==> src/rtl/dpd_pkg.sv <==
// Shared types and constants for the DNA pair p-distance block.
`timescale 1ns / 1ps
package dpd_pkg;

   localparam int CNT_W    = 17;
   localparam int DIST_W   = 24;
   localparam int FRAC_W   = 16;
   localparam int CNT_SAT  = 131071;
   localparam int QUEUE_DEPTH = 2;

   localparam logic [DIST_W-1:0] DIST_MAX = 24'hFFFFFF;
   localparam logic [DIST_W-1:0] ONE_Q16  = 24'h010000;

   // per-pair totals handed from the front end to the divider
   typedef struct packed {
      logic [CNT_W-1:0] mismatch;
      logic [CNT_W-1:0] ambiguous;
      logic [CNT_W-1:0] positions;
   } pair_counts_type;

   typedef struct packed {
      logic full;
      logic empty;
   } queue_status_type;

endpackage

==> src/rtl/dpd_front.sv <==
// Front end: classifies each aligned position and accumulates per-pair counts.
`timescale 1ns / 1ps
module dpd_front
   import dpd_pkg::*;
#(
   parameter int MAX_LEN = 65536
) (
   input  logic                  clock,
   input  logic                  reset,
   input  logic                  req_valid,
   output logic                  req_ready,
   input  logic [7:0]            req_base_a,
   input  logic [7:0]            req_base_b,
   input  logic                  req_last,
   input  queue_status_type      queue_status,
   output logic                  push,
   output pair_counts_type       push_data
);

   localparam int CAP_INT = (MAX_LEN < CNT_SAT) ? MAX_LEN : CNT_SAT;
   localparam logic [CNT_W-1:0] CAP = CNT_W'(CAP_INT);

   localparam logic [7:0] CH_GAP  = 8'h2D;  // '-'
   localparam logic [7:0] CH_PLUS = 8'h2B;  // '+'
   localparam logic [7:0] CH_N    = 8'h4E;  // 'N'
   localparam logic [7:0] CH_LA   = 8'h61;  // 'a'
   localparam logic [7:0] CH_LZ   = 8'h7A;  // 'z'
   localparam logic [7:0] CASE_OFS = 8'h20;

   function automatic logic [7:0] upcase(input logic [7:0] c);
      return (c >= CH_LA && c <= CH_LZ) ? c - CASE_OFS : c;
   endfunction

   // bit0 A, bit1 C, bit2 G, bit3 T; unknown codes give the empty set
   function automatic logic [3:0] base_set(input logic [7:0] c);
      logic [3:0] m;
      unique case (c)
         8'h41:   m = 4'd1;   // A
         8'h43:   m = 4'd2;   // C
         8'h47:   m = 4'd4;   // G
         8'h54:   m = 4'd8;   // T
         8'h4D:   m = 4'd3;   // M
         8'h52:   m = 4'd5;   // R
         8'h57:   m = 4'd9;   // W
         8'h53:   m = 4'd6;   // S
         8'h59:   m = 4'd10;  // Y
         8'h4B:   m = 4'd12;  // K
         8'h56:   m = 4'd7;   // V
         8'h48:   m = 4'd11;  // H
         8'h44:   m = 4'd13;  // D
         8'h42:   m = 4'd14;  // B
         default: m = 4'd0;
      endcase
      return m;
   endfunction

   function automatic logic is_single(input logic [3:0] m);
      return $countones(m) == 1;
   endfunction

   function automatic logic [CNT_W-1:0] sat_inc(input logic [CNT_W-1:0] v);
      return (v < CAP) ? v + CNT_W'(1) : v;
   endfunction

   logic [CNT_W-1:0] mismatch_ff, mismatch_in;
   logic [CNT_W-1:0] ambiguous_ff, ambiguous_in;
   logic [CNT_W-1:0] positions_ff, positions_in;

   logic [7:0] a, b;
   logic [3:0] ma, mb;
   logic       gap_a, gap_b, is_mis, is_amb, accept;
   logic [CNT_W-1:0] mis_next, amb_next, pos_next;

   assign req_ready = !queue_status.full;
   assign accept    = req_valid && req_ready;

   always_comb begin
      a     = upcase(req_base_a);
      b     = upcase(req_base_b);
      ma    = base_set(a);
      mb    = base_set(b);
      gap_a = (a == CH_GAP) || (a == CH_PLUS);
      gap_b = (b == CH_GAP) || (b == CH_PLUS);
      priority if (gap_a || gap_b) begin
         is_mis = (a == CH_GAP && b == CH_PLUS) || (a == CH_PLUS && b == CH_GAP);
      end else if (a == CH_N || b == CH_N) begin
         is_mis = 1'b0;
      end else if (is_single(ma) || is_single(mb)) begin
         is_mis = (ma & mb) == 4'd0;
      end else begin
         is_mis = (ma != 4'd0) && (mb != 4'd0) && ((ma & mb) == 4'd0);
      end
      is_amb = gap_a || gap_b || (a == CH_N) || (b == CH_N);
   end

   always_comb begin
      mis_next = is_mis ? sat_inc(mismatch_ff) : mismatch_ff;
      amb_next = is_amb ? sat_inc(ambiguous_ff) : ambiguous_ff;
      pos_next = sat_inc(positions_ff);

      push                = accept && req_last;
      push_data.mismatch  = mis_next;
      push_data.ambiguous = amb_next;
      push_data.positions = pos_next;

      mismatch_in  = mismatch_ff;
      ambiguous_in = ambiguous_ff;
      positions_in = positions_ff;
      if (accept) begin
         if (req_last) begin
            mismatch_in  = '0;
            ambiguous_in = '0;
            positions_in = '0;
         end else begin
            mismatch_in  = mis_next;
            ambiguous_in = amb_next;
            positions_in = pos_next;
         end
      end
   end

   always_ff @(posedge clock) begin
      if (reset) begin
         mismatch_ff  <= '0;
         ambiguous_ff <= '0;
         positions_ff <= '0;
      end else begin
         mismatch_ff  <= mismatch_in;
         ambiguous_ff <= ambiguous_in;
         positions_ff <= positions_in;
      end
   end

endmodule

==> src/rtl/dpd_queue.sv <==
// Short queue of per-pair totals between the front end and the divider.
`timescale 1ns / 1ps
module dpd_queue
   import dpd_pkg::*;
(
   input  logic              clock,
   input  logic              reset,
   input  logic              push,
   input  pair_counts_type   push_data,
   input  logic              pop,
   output pair_counts_type   head,
   output queue_status_type  status
);

   localparam int PTR_W = $clog2(QUEUE_DEPTH);
   localparam int CNT_W_Q = $clog2(QUEUE_DEPTH + 1);

   pair_counts_type mem [QUEUE_DEPTH];

   logic [PTR_W-1:0]   wr_ptr_ff, wr_ptr_in;
   logic [PTR_W-1:0]   rd_ptr_ff, rd_ptr_in;
   logic [CNT_W_Q-1:0] fill_ff, fill_in;
   logic               do_push, do_pop;

   function automatic logic [PTR_W-1:0] ptr_next(input logic [PTR_W-1:0] p);
      return (p == PTR_W'(QUEUE_DEPTH - 1)) ? '0 : p + PTR_W'(1);
   endfunction

   assign status.full  = (fill_ff == CNT_W_Q'(QUEUE_DEPTH));
   assign status.empty = (fill_ff == '0);
   assign do_push = push && !status.full;
   assign do_pop  = pop && !status.empty;
   assign head    = mem[rd_ptr_ff];

   always_comb begin
      wr_ptr_in = do_push ? ptr_next(wr_ptr_ff) : wr_ptr_ff;
      rd_ptr_in = do_pop  ? ptr_next(rd_ptr_ff) : rd_ptr_ff;
      fill_in   = fill_ff;
      if (do_push && !do_pop) begin
         fill_in = fill_ff + CNT_W_Q'(1);
      end else if (do_pop && !do_push) begin
         fill_in = fill_ff - CNT_W_Q'(1);
      end
   end

   always_ff @(posedge clock) begin
      if (reset) begin
         wr_ptr_ff <= '0;
         rd_ptr_ff <= '0;
         fill_ff   <= '0;
      end else begin
         wr_ptr_ff <= wr_ptr_in;
         rd_ptr_ff <= rd_ptr_in;
         fill_ff   <= fill_in;
      end
   end

   always_ff @(posedge clock) begin
      if (do_push) begin
         mem[wr_ptr_ff] <= push_data;
      end
   end

endmodule

==> src/rtl/dpd_back.sv <==
// Back end: restoring divider for the Q8.16 distance plus the result register.
`timescale 1ns / 1ps
module dpd_back
   import dpd_pkg::*;
(
   input  logic                 clock,
   input  logic                 reset,
   input  pair_counts_type      head,
   input  queue_status_type     queue_status,
   output logic                 pop,
   output logic                 rsp_valid,
   input  logic                 rsp_ready,
   output logic [DIST_W-1:0]    rsp_distance,
   output logic [CNT_W-1:0]     rsp_mismatch_count,
   output logic [CNT_W-1:0]     rsp_usable_count
);

   localparam int DVD_W  = CNT_W + FRAC_W;
   localparam int STEP_W = $clog2(DVD_W + 1);

   localparam logic [1:0] ST_IDLE  = 2'd0;
   localparam logic [1:0] ST_RUN   = 2'd1;
   localparam logic [1:0] ST_WRITE = 2'd2;

   logic [1:0]        state_ff, state_in;
   logic [STEP_W-1:0] step_ff, step_in;
   logic [DVD_W-1:0]  dvd_ff, dvd_in;     // dividend shifting out, quotient shifting in
   logic [CNT_W-1:0]  rem_ff, rem_in;
   logic [CNT_W-1:0]  div_ff, div_in;     // usable count, also the divisor
   logic [CNT_W-1:0]  mis_ff, mis_in;

   logic              out_valid_ff, out_valid_in;
   logic [DIST_W-1:0] out_dist_ff, out_dist_in;
   logic [CNT_W-1:0]  out_mis_ff, out_mis_in;
   logic [CNT_W-1:0]  out_use_ff, out_use_in;

   logic [CNT_W:0]    rem_sh, rem_diff;
   logic              ge, slot_free;
   logic [CNT_W-1:0]  usable;

   assign slot_free = !out_valid_ff || rsp_ready;
   assign pop       = (state_ff == ST_IDLE) && !queue_status.empty;

   always_comb begin
      usable = (head.positions >= head.ambiguous) ? head.positions - head.ambiguous : '0;
      rem_sh   = {rem_ff, dvd_ff[DVD_W-1]};
      rem_diff = rem_sh - {1'b0, div_ff};
      ge       = (rem_sh >= {1'b0, div_ff});

      state_in     = state_ff;
      step_in      = step_ff;
      dvd_in       = dvd_ff;
      rem_in       = rem_ff;
      div_in       = div_ff;
      mis_in       = mis_ff;
      out_valid_in = out_valid_ff && !rsp_ready;
      out_dist_in  = out_dist_ff;
      out_mis_in   = out_mis_ff;
      out_use_in   = out_use_ff;

      unique case (state_ff)
         ST_IDLE: begin
            if (!queue_status.empty) begin
               mis_in  = head.mismatch;
               div_in  = usable;
               rem_in  = '0;
               step_in = STEP_W'(DVD_W);
               if (usable == '0) begin
                  // every position ambiguous: distance is 1.0
                  dvd_in   = DVD_W'(ONE_Q16);
                  state_in = ST_WRITE;
               end else begin
                  dvd_in   = {head.mismatch, FRAC_W'(0)};
                  state_in = ST_RUN;
               end
            end
         end
         ST_RUN: begin
            rem_in  = ge ? rem_diff[CNT_W-1:0] : rem_sh[CNT_W-1:0];
            dvd_in  = {dvd_ff[DVD_W-2:0], ge};
            step_in = step_ff - STEP_W'(1);
            if (step_ff == STEP_W'(1)) begin
               state_in = ST_WRITE;
            end
         end
         ST_WRITE: begin
            if (slot_free) begin
               out_valid_in = 1'b1;
               out_dist_in  = (dvd_ff[DVD_W-1:DIST_W] != '0) ? DIST_MAX
                                                             : dvd_ff[DIST_W-1:0];
               out_mis_in   = mis_ff;
               out_use_in   = div_ff;
               state_in     = ST_IDLE;
            end
         end
         default: begin
            state_in = ST_IDLE;
         end
      endcase
   end

   always_ff @(posedge clock) begin
      if (reset) begin
         state_ff     <= ST_IDLE;
         out_valid_ff <= 1'b0;
      end else begin
         state_ff     <= state_in;
         out_valid_ff <= out_valid_in;
      end
   end

   always_ff @(posedge clock) begin
      step_ff     <= step_in;
      dvd_ff      <= dvd_in;
      rem_ff      <= rem_in;
      div_ff      <= div_in;
      mis_ff      <= mis_in;
      out_dist_ff <= out_dist_in;
      out_mis_ff  <= out_mis_in;
      out_use_ff  <= out_use_in;
   end

   assign rsp_valid          = out_valid_ff;
   assign rsp_distance       = out_dist_ff;
   assign rsp_mismatch_count = out_mis_ff;
   assign rsp_usable_count   = out_use_ff;

endmodule

==> src/rtl/dna_pair_p_distance.sv <==
// Top level: streaming p-distance of two aligned DNA sequences.
// Throughput: one position per cycle; req_ready drops only while the pair queue
//   (two entries) is full.
// A result shows on rsp_valid once the last position's totals have passed the queue,
//   33 divider iterations and the write; the iterations are skipped when usable is 0.
// Reset (synchronous, active high) clears the counters, queue and result register.
`timescale 1ns / 1ps
module dna_pair_p_distance
   import dpd_pkg::*;
#(
   parameter int MAX_LEN = 65536
) (
   input  logic                clock,
   input  logic                reset,
   input  logic                req_valid,
   output logic                req_ready,
   input  logic [7:0]          req_base_a,
   input  logic [7:0]          req_base_b,
   input  logic                req_last,
   output logic                rsp_valid,
   input  logic                rsp_ready,
   output logic [DIST_W-1:0]   rsp_distance,
   output logic [CNT_W-1:0]    rsp_mismatch_count,
   output logic [CNT_W-1:0]    rsp_usable_count
);

   queue_status_type queue_status;
   pair_counts_type  push_data, head;
   logic             push, pop;

   dpd_front #(
      .MAX_LEN (MAX_LEN)
   ) u_front (
      .clock        (clock),
      .reset        (reset),
      .req_valid    (req_valid),
      .req_ready    (req_ready),
      .req_base_a   (req_base_a),
      .req_base_b   (req_base_b),
      .req_last     (req_last),
      .queue_status (queue_status),
      .push         (push),
      .push_data    (push_data)
   );

   dpd_queue u_queue (
      .clock     (clock),
      .reset     (reset),
      .push      (push),
      .push_data (push_data),
      .pop       (pop),
      .head      (head),
      .status    (queue_status)
   );

   dpd_back u_back (
      .clock              (clock),
      .reset              (reset),
      .head               (head),
      .queue_status       (queue_status),
      .pop                (pop),
      .rsp_valid          (rsp_valid),
      .rsp_ready          (rsp_ready),
      .rsp_distance       (rsp_distance),
      .rsp_mismatch_count (rsp_mismatch_count),
      .rsp_usable_count   (rsp_usable_count)
   );

endmodule

==> config.mk <==
export PLATFORM = sky130hd
export DESIGN_NAME = dna_pair_p_distance
export DESIGN_NICKNAME = d
export VERILOG_FILES = /design/src/rtl/dpd_pkg.sv /design/src/rtl/dpd_front.sv /design/src/rtl/dpd_queue.sv /design/src/rtl/dpd_back.sv /design/src/rtl/dna_pair_p_distance.sv
export SDC_FILE = /design/constraint.sdc
export NUM_CORES = 1
export LEC_CHECK = 0
export ABC_AREA = 1
export ABC_CLOCK_PERIOD_IN_PS = 13910
export BUFFER_PORTS_ARGS = -buffer_cell sky130_fd_sc_hd__buf_2
export CAP_MARGIN = 40
export CORE_MARGIN = 4
export CORE_UTILIZATION = 45
export DETAILED_ROUTE_END_ITERATION = 10
export PLACE_DENSITY = 0.67
export SETUP_SLACK_MARGIN = 0.4
export SYNTH_ARGS = -nofsm -noshare
export SYNTH_HDL_FRONTEND = slang
export SYNTH_SLANG_ARGS = --single-unit
==> constraint.sdc <==
create_clock -name clock -period 13.91 [get_ports clock]
set_input_delay 0.6955 -clock clock [delete_from_list [all_inputs] [get_ports clock]]
set_output_delay 0.6955 -clock clock [all_outputs]
set_load 0.02 [all_outputs]
Yosys cells after proc, flatten, opt, wreduce, memory -nomap -nowiden
Memories as Yosys holds them, arrays and structs flattened. A register that Yosys moved wholly into a read port is not among the register bits.
Cells that the tools add are included.
- register bits after elaboration: 206
- bits in latches: 0
- RAM bits: 102
- ROM bits: 0
- input port bits: 21
- memories: 1
- add/subtract/negate cells: 18
- $mul: 0
- div/mod/pow operators: 0
- $lt $le $gt $ge: 9
- equality and inequality tests: 43
- shift operators: 0
- muxes and demuxes: 39
- bitwise operators: 2
- reductions and logical operators: 42
- memory list (memory ; depth ; width ; read ports ; clocked after memory_dff ; wr ports ; RTL line ; source):
    u_queue.mem ; 2 ; 51 ; 1 ; 1 ; 1 ; dpd_queue.sv:18 ; pair_counts_type mem [QUEUE_DEPTH];
- operator list (cell ; count):
    equality test 8 x 7 -> 1 bit, second input constant ; 30
    two-way mux 17 bit ; 11
    case mux 4 bit (14 select lines) ; 2
    two-way mux 33 bit ; 2
    case mux 33 bit (2 select lines) ; 1
    adder 32 bit ; 2
    equality test 32 x 2 -> 1 bit, second input constant ; 2
    adder 17 x 1 -> 17 bit, second input constant ; 3
    < comparator 17 bit, second input constant ; 3
    case mux 17 bit (2 select lines) ; 1
    subtractor 17 bit ; 2
    equality test 8 x 6 -> 1 bit, second input constant ; 4
    greater-or-equal comparator 18 x 17 -> 1 bit ; 1
    greater-or-equal comparator 17 bit ; 1
    zero test 17 bit ; 1
    greater-or-equal comparator 8 x 7 -> 1 bit, second input constant ; 2
    less-or-equal comparator 8 x 7 -> 1 bit, second input constant ; 2
    two-way mux 8 bit ; 2
    subtractor 8 x 6 -> 8 bit, second input constant ; 2
    logical AND 1 bit ; 14
    two-way mux 2 bit ; 6
    case mux 6 bit (2 select lines) ; 1
    two-way mux 1 bit ; 11
    logical OR 1 bit ; 9
    22 further kinds ; 38

Depth between registers and ports, before layout
- depth in word-level cells: 14
- mapped depth: 27

By module
A second synthesis with hierarchy kept.
- cell total of the unflattened synthesis: 1737
- area, all modules: 16492.1 µm²
- by module, submodules not included (module ; times used ; cells an instance ; area each (µm²) ; seq. area each (µm²)):
    dpd_back ; 1 ; 788 ; 7692.4 ; 4504.3
    dpd_front ; 1 ; 753 ; 4613.2 ; 1021.0
    dpd_queue ; 1 ; 196 ; 4186.5 ; 3163.0

Worst setup path before layout
No wires, ideal clock.
- kind: input to register
- start: input port rsp_ready
- end: register u_back.out_dist_ff[0], in the netlist u_back.rsp_distance[0] (enable)
- arrival time: 4.690 ns
- data required time: 13.364 ns
- slack: 8.674 ns
- stages: 2
- path through: nor2_1 nor3_1
- word-level cells in the longest chain between the ends: 2
- RTL lines (what ; RTL line ; source):
    start: declaration ; dna_pair_p_distance.sv:21 ; input logic rsp_ready,
    logical OR 1 bit ; dpd_back.sv:41 ; assign slot_free = !out_valid_ff || rsp_ready;
    AND reduction 2 bit (no source line) ; -- ;
    end signal: assignment ; dpd_back.sv:118 ; out_dist_ff <= out_dist_in;
    end: declaration ; dpd_back.sv:33 ; logic [DIST_W-1:0] out_dist_ff, out_dist_in;
Every way passes these cells.
A chain may end at the register's enable or synchronous reset.

==> results.md <==
- ANT cells: 0
- # rows: between 60 and 70
- CTS tree: yes
- Post-CTS setup buffers: 0
- Worst EP required: 14.19 ns
- Worst skew pair latency: around 0.55 ns
- Synth cell types: 50
- Via count: about 11,000
- Core area: between 0.03 and 0.04 mm²
- DP Cell Count: 2,161
- I/O Buffers: 80
- Layout area overhead: 12.0%
- DR WL/cell: ~14 µm
- Vias/cell: 5.00
- Starting Density: a little under half
- Residual DRC: 0
- Top_reg_cell synth: edfxtp_1
- Fin crit period: 4.38 ns
- Worst r2r dst: u_back.dvd_ff[17]$_DFFE_PP_
- Worst hold endpoint: u_back.rsp_mismatch_count[11]$_DFFE_PP_
- Clock Tree Root: clkbuf_16
- Storage cell area: 0.00869 mm²
- Worst EP arrival: approximately 4.7 ns
- Mapped Nets: ~1,700
- Grt ovf: 0
- Multi-input logic area: about 0.0062 mm²
- Largest net degree at the start of global routing: between 50 and 60
- Most frequent cells in the layout: 367 x nand2_1, 250 x edfxtp_1, 195 x inv_1
- Critical Path Fanout Max: just over 50
- Slew headroom: 42.9%
- Net Sw Frac: a little over a third
- Worst setup SP type: flop
- Final Max Tran Viols: 0
- VDD IR max: 0.138 mV
- DIE WIDTH: ~200 µm
- Fmax: roughly 0.23 GHz
- GPL Wtd Cong: a little under 0.9
- Die height: around 200 µm
- Drt initial violations: 655
- Reg2Reg Depth: 18
- Io pins: between 80 and 90
- Power Dens Cells: 195 mW/mm²
- Hold Path Stages: 0
- Cell Area, Synth: between 0.015 and 0.02 mm²
- Seq/Total Area, Yosys: between 50% and 60%
- Syn. warnings: 0
- Nets: 1,815
- Setup Crit Path Kind: reg -> reg
- First-pass GRT wire length: between 50,000 and 60,000 µm
- Commonest non-fill, non-tap cell in the layout: nand2_1
- Setup TNS: 0 ns
- Sequential Power Share: approximately two fifths
- Overall power: around 0.0035 W
- Hold_buf cts: 0
- Clk sinks: around 310
- Worst slew pin tran: between 0.8 and 0.9 ns
- Syn Inst Count: 1,660
- RSZ-0062 raised after global routing: false
- Clk buf depth: 3
- Status: completed
- Endpoints failing setup: 0
- Max cap viols: 0
- H-tree depth: 1
- Clk pwr share: between 20% and 30%
- Remaining antenna violation count: 0
- Share of cells above drive strength 1: between 10% and 20%
- Num CTS Buffers: 30
- Yosys reg bits: just over 300
- GRT Overall Usage: roughly 16%
- WL final: just over 30,000 µm
- Vias in the first global route: 10,697
- R2R setup slack: 9.53 ns
- Tcrit/Tclk final: 31.5%
- Crit end category: flop
- Hold Crit Start: u_back.mis_ff[11]$_DFFE_PP_
- P_int: 0.00222 W
- Worst hold path class: reg -> reg
- Count of flip-flops with a built-in enable after synthesis: 250
- Synth async-reset ratio: 0%
- LEAKAGE: around 7.2 nW
- P_sw: roughly 0.0012 W
- Gate power share: a little under two fifths
- Half-perimeter wire length after placement: 22,000 µm
- Post-Syn Area per Cell: between 9 and 10 µm²
- Fillers: a little over 3,000
- Die area: 0.0383 mm²
- Skew final: ~0.018 ns
- Post-cts sizing count: 0
- Drt first pass iters: 5
- Fin cells: 2,217
- Reg clk slew, reported paths: 0.06 ns
- Final Hold Vio Count: 0
- Initial antenna violation count: 1
[layout make-up]
type / instances / area share (%)
clock buffer: 46 / 5.14
timing repair buffer: 96 / 2.99
sequential: 309 / 48.9
multi-input combinational: 1100 / 35.1
clock inverter: 10 / 0.437
inverter: 201 / 4.25
tap: 455 / 3.20
[flip-flops by register name (all words and copies together) (netlist names), named ones only]
register and flops:
u_queue.wr_ptr_ff 1, u_queue.fill_ff 2, u_back.rsp_mismatch_count 17, u_back.div_ff 17, u_queue.rd_ptr_ff 1, u_back.step_ff 6, u_back.state_ff 2, u_back.mis_ff 17
u_front.ambiguous_ff 17, u_back.rsp_usable_count 17, u_back.dvd_ff 33, u_front.mismatch_ff 17, u_front.positions_ff 17, u_back.rsp_valid 1, u_back.rem_ff 17, u_back.rsp_distance 24
u_queue.mem 102
[cells by family (layout without fill, tap and decap cells)]
kind of cell	count (synthesis)	in the layout	synth area share (%)
XOR/XNOR	70	70	3.87
adder cells (fa/ha/maj)	56	56	4.61
buffers and inverters	251	353	6.23
AO/OA/AOI/OAI	202	202	7.36
multiplexers	52	52	3.55
flip-flops	309	309	54.8
AND/OR/NAND/NOR	720	720	19.6
[metal layers]
layer	wire length, µm	GRT usage [%]	vias up
li1	-	-	5687
met1	14600	21.5	5162
met2	14600	26.7	200
met3	1240	2.30	41
met4	497	3.88	2
met5	20	0	-
[metrics by stage]
| step | hold WS, ns | util (%) | setup slack (ns) | area (µm²) |
|---|---|---|---|---|
| global route | 0.424 | 51.3 | 9.13 | 17800 |
| CTS | 0.417 | 51.3 | 9.48 | 17800 |
| floorplan | 0.400 | - | 8.67 | 15900 |
| detailed placement | 0.405 | 48.4 | 9.16 | 16800 |
| global placement | 0.402 | 48.4 | 9.31 | 16700 |
| finish | 0.414 | 51.3 | 9.53 | 17800 |
[power by group through the flow]
stage                     Sequential (W)  Combinational [W]  Clock, W
final                            0.00138            0.00129  0.000798
after global routing             0.00140            0.00146  0.000856
after global placement           0.00140            0.00127         0
after detailed placement         0.00140            0.00130         0
after floorplan                  0.00141           0.000986         0
after CTS                        0.00138            0.00130  0.000815
[critical path, stage by stage (launching register included)]
cell	delay (ns)
dfxtp_2	0.31
buf_4	0.61
mux2_2	0.41
ha_1	0.37
a21oi_1	0.23
o21ai_0	0.16
nand2_1	0.11
nand2_1	0.05
nand2_1	0.08
nand4_2	0.30
inv_1	0.23
or2_2	0.14
nand2_1	0.05
nor2_1	0.09
nand2_1	0.10
nor2_4	0.26
clkinv_1	0.32
nand3_1	0.18
o21ai_0	0.09
[worst max-delay path by stage]
stage / from / to / cells after the start
final: flop / u_back.dvd_ff[17]$_DFFE_PP_ / 18
after global placement: req_base_a[5] / u_front.mismatch_ff[5]$_SDFFE_PP0P_ / 25
after detailed placement: req_base_a[5] / u_front.mismatch_ff[2]$_SDFFE_PP0P_ / 25
after CTS: flop / u_back.dvd_ff[17]$_DFFE_PP_ / 18
after floorplan: rsp_ready / u_back.rsp_distance[0]$_SDFFCE_PP1P_ / 2
after global routing: flop / u_back.dvd_ff[22]$_DFFE_PP_ / 18
[synth_stat cells, drive strengths merged, types with 18 or more instances]
master | instances | share of area (%)
a21oi | 108 | 3.8
clkbuf | 37 | 0.88
dfxtp | 59 | 7.4
edfxtp | 250 | 47
ha | 52 | 4.1
inv | 199 | 4.7
mux2 | 34 | 2.4
mux2i | 18 | 1.1
nand2 | 395 | 9.9
nand3 | 87 | 2.9
nand4 | 19 | 0.79
nor2 | 187 | 4.7
o21ai | 57 | 1.8
xnor2 | 19 | 1.0
xor2 | 51 | 2.8
No activity file was read; power rests on OpenSTA's default activity.
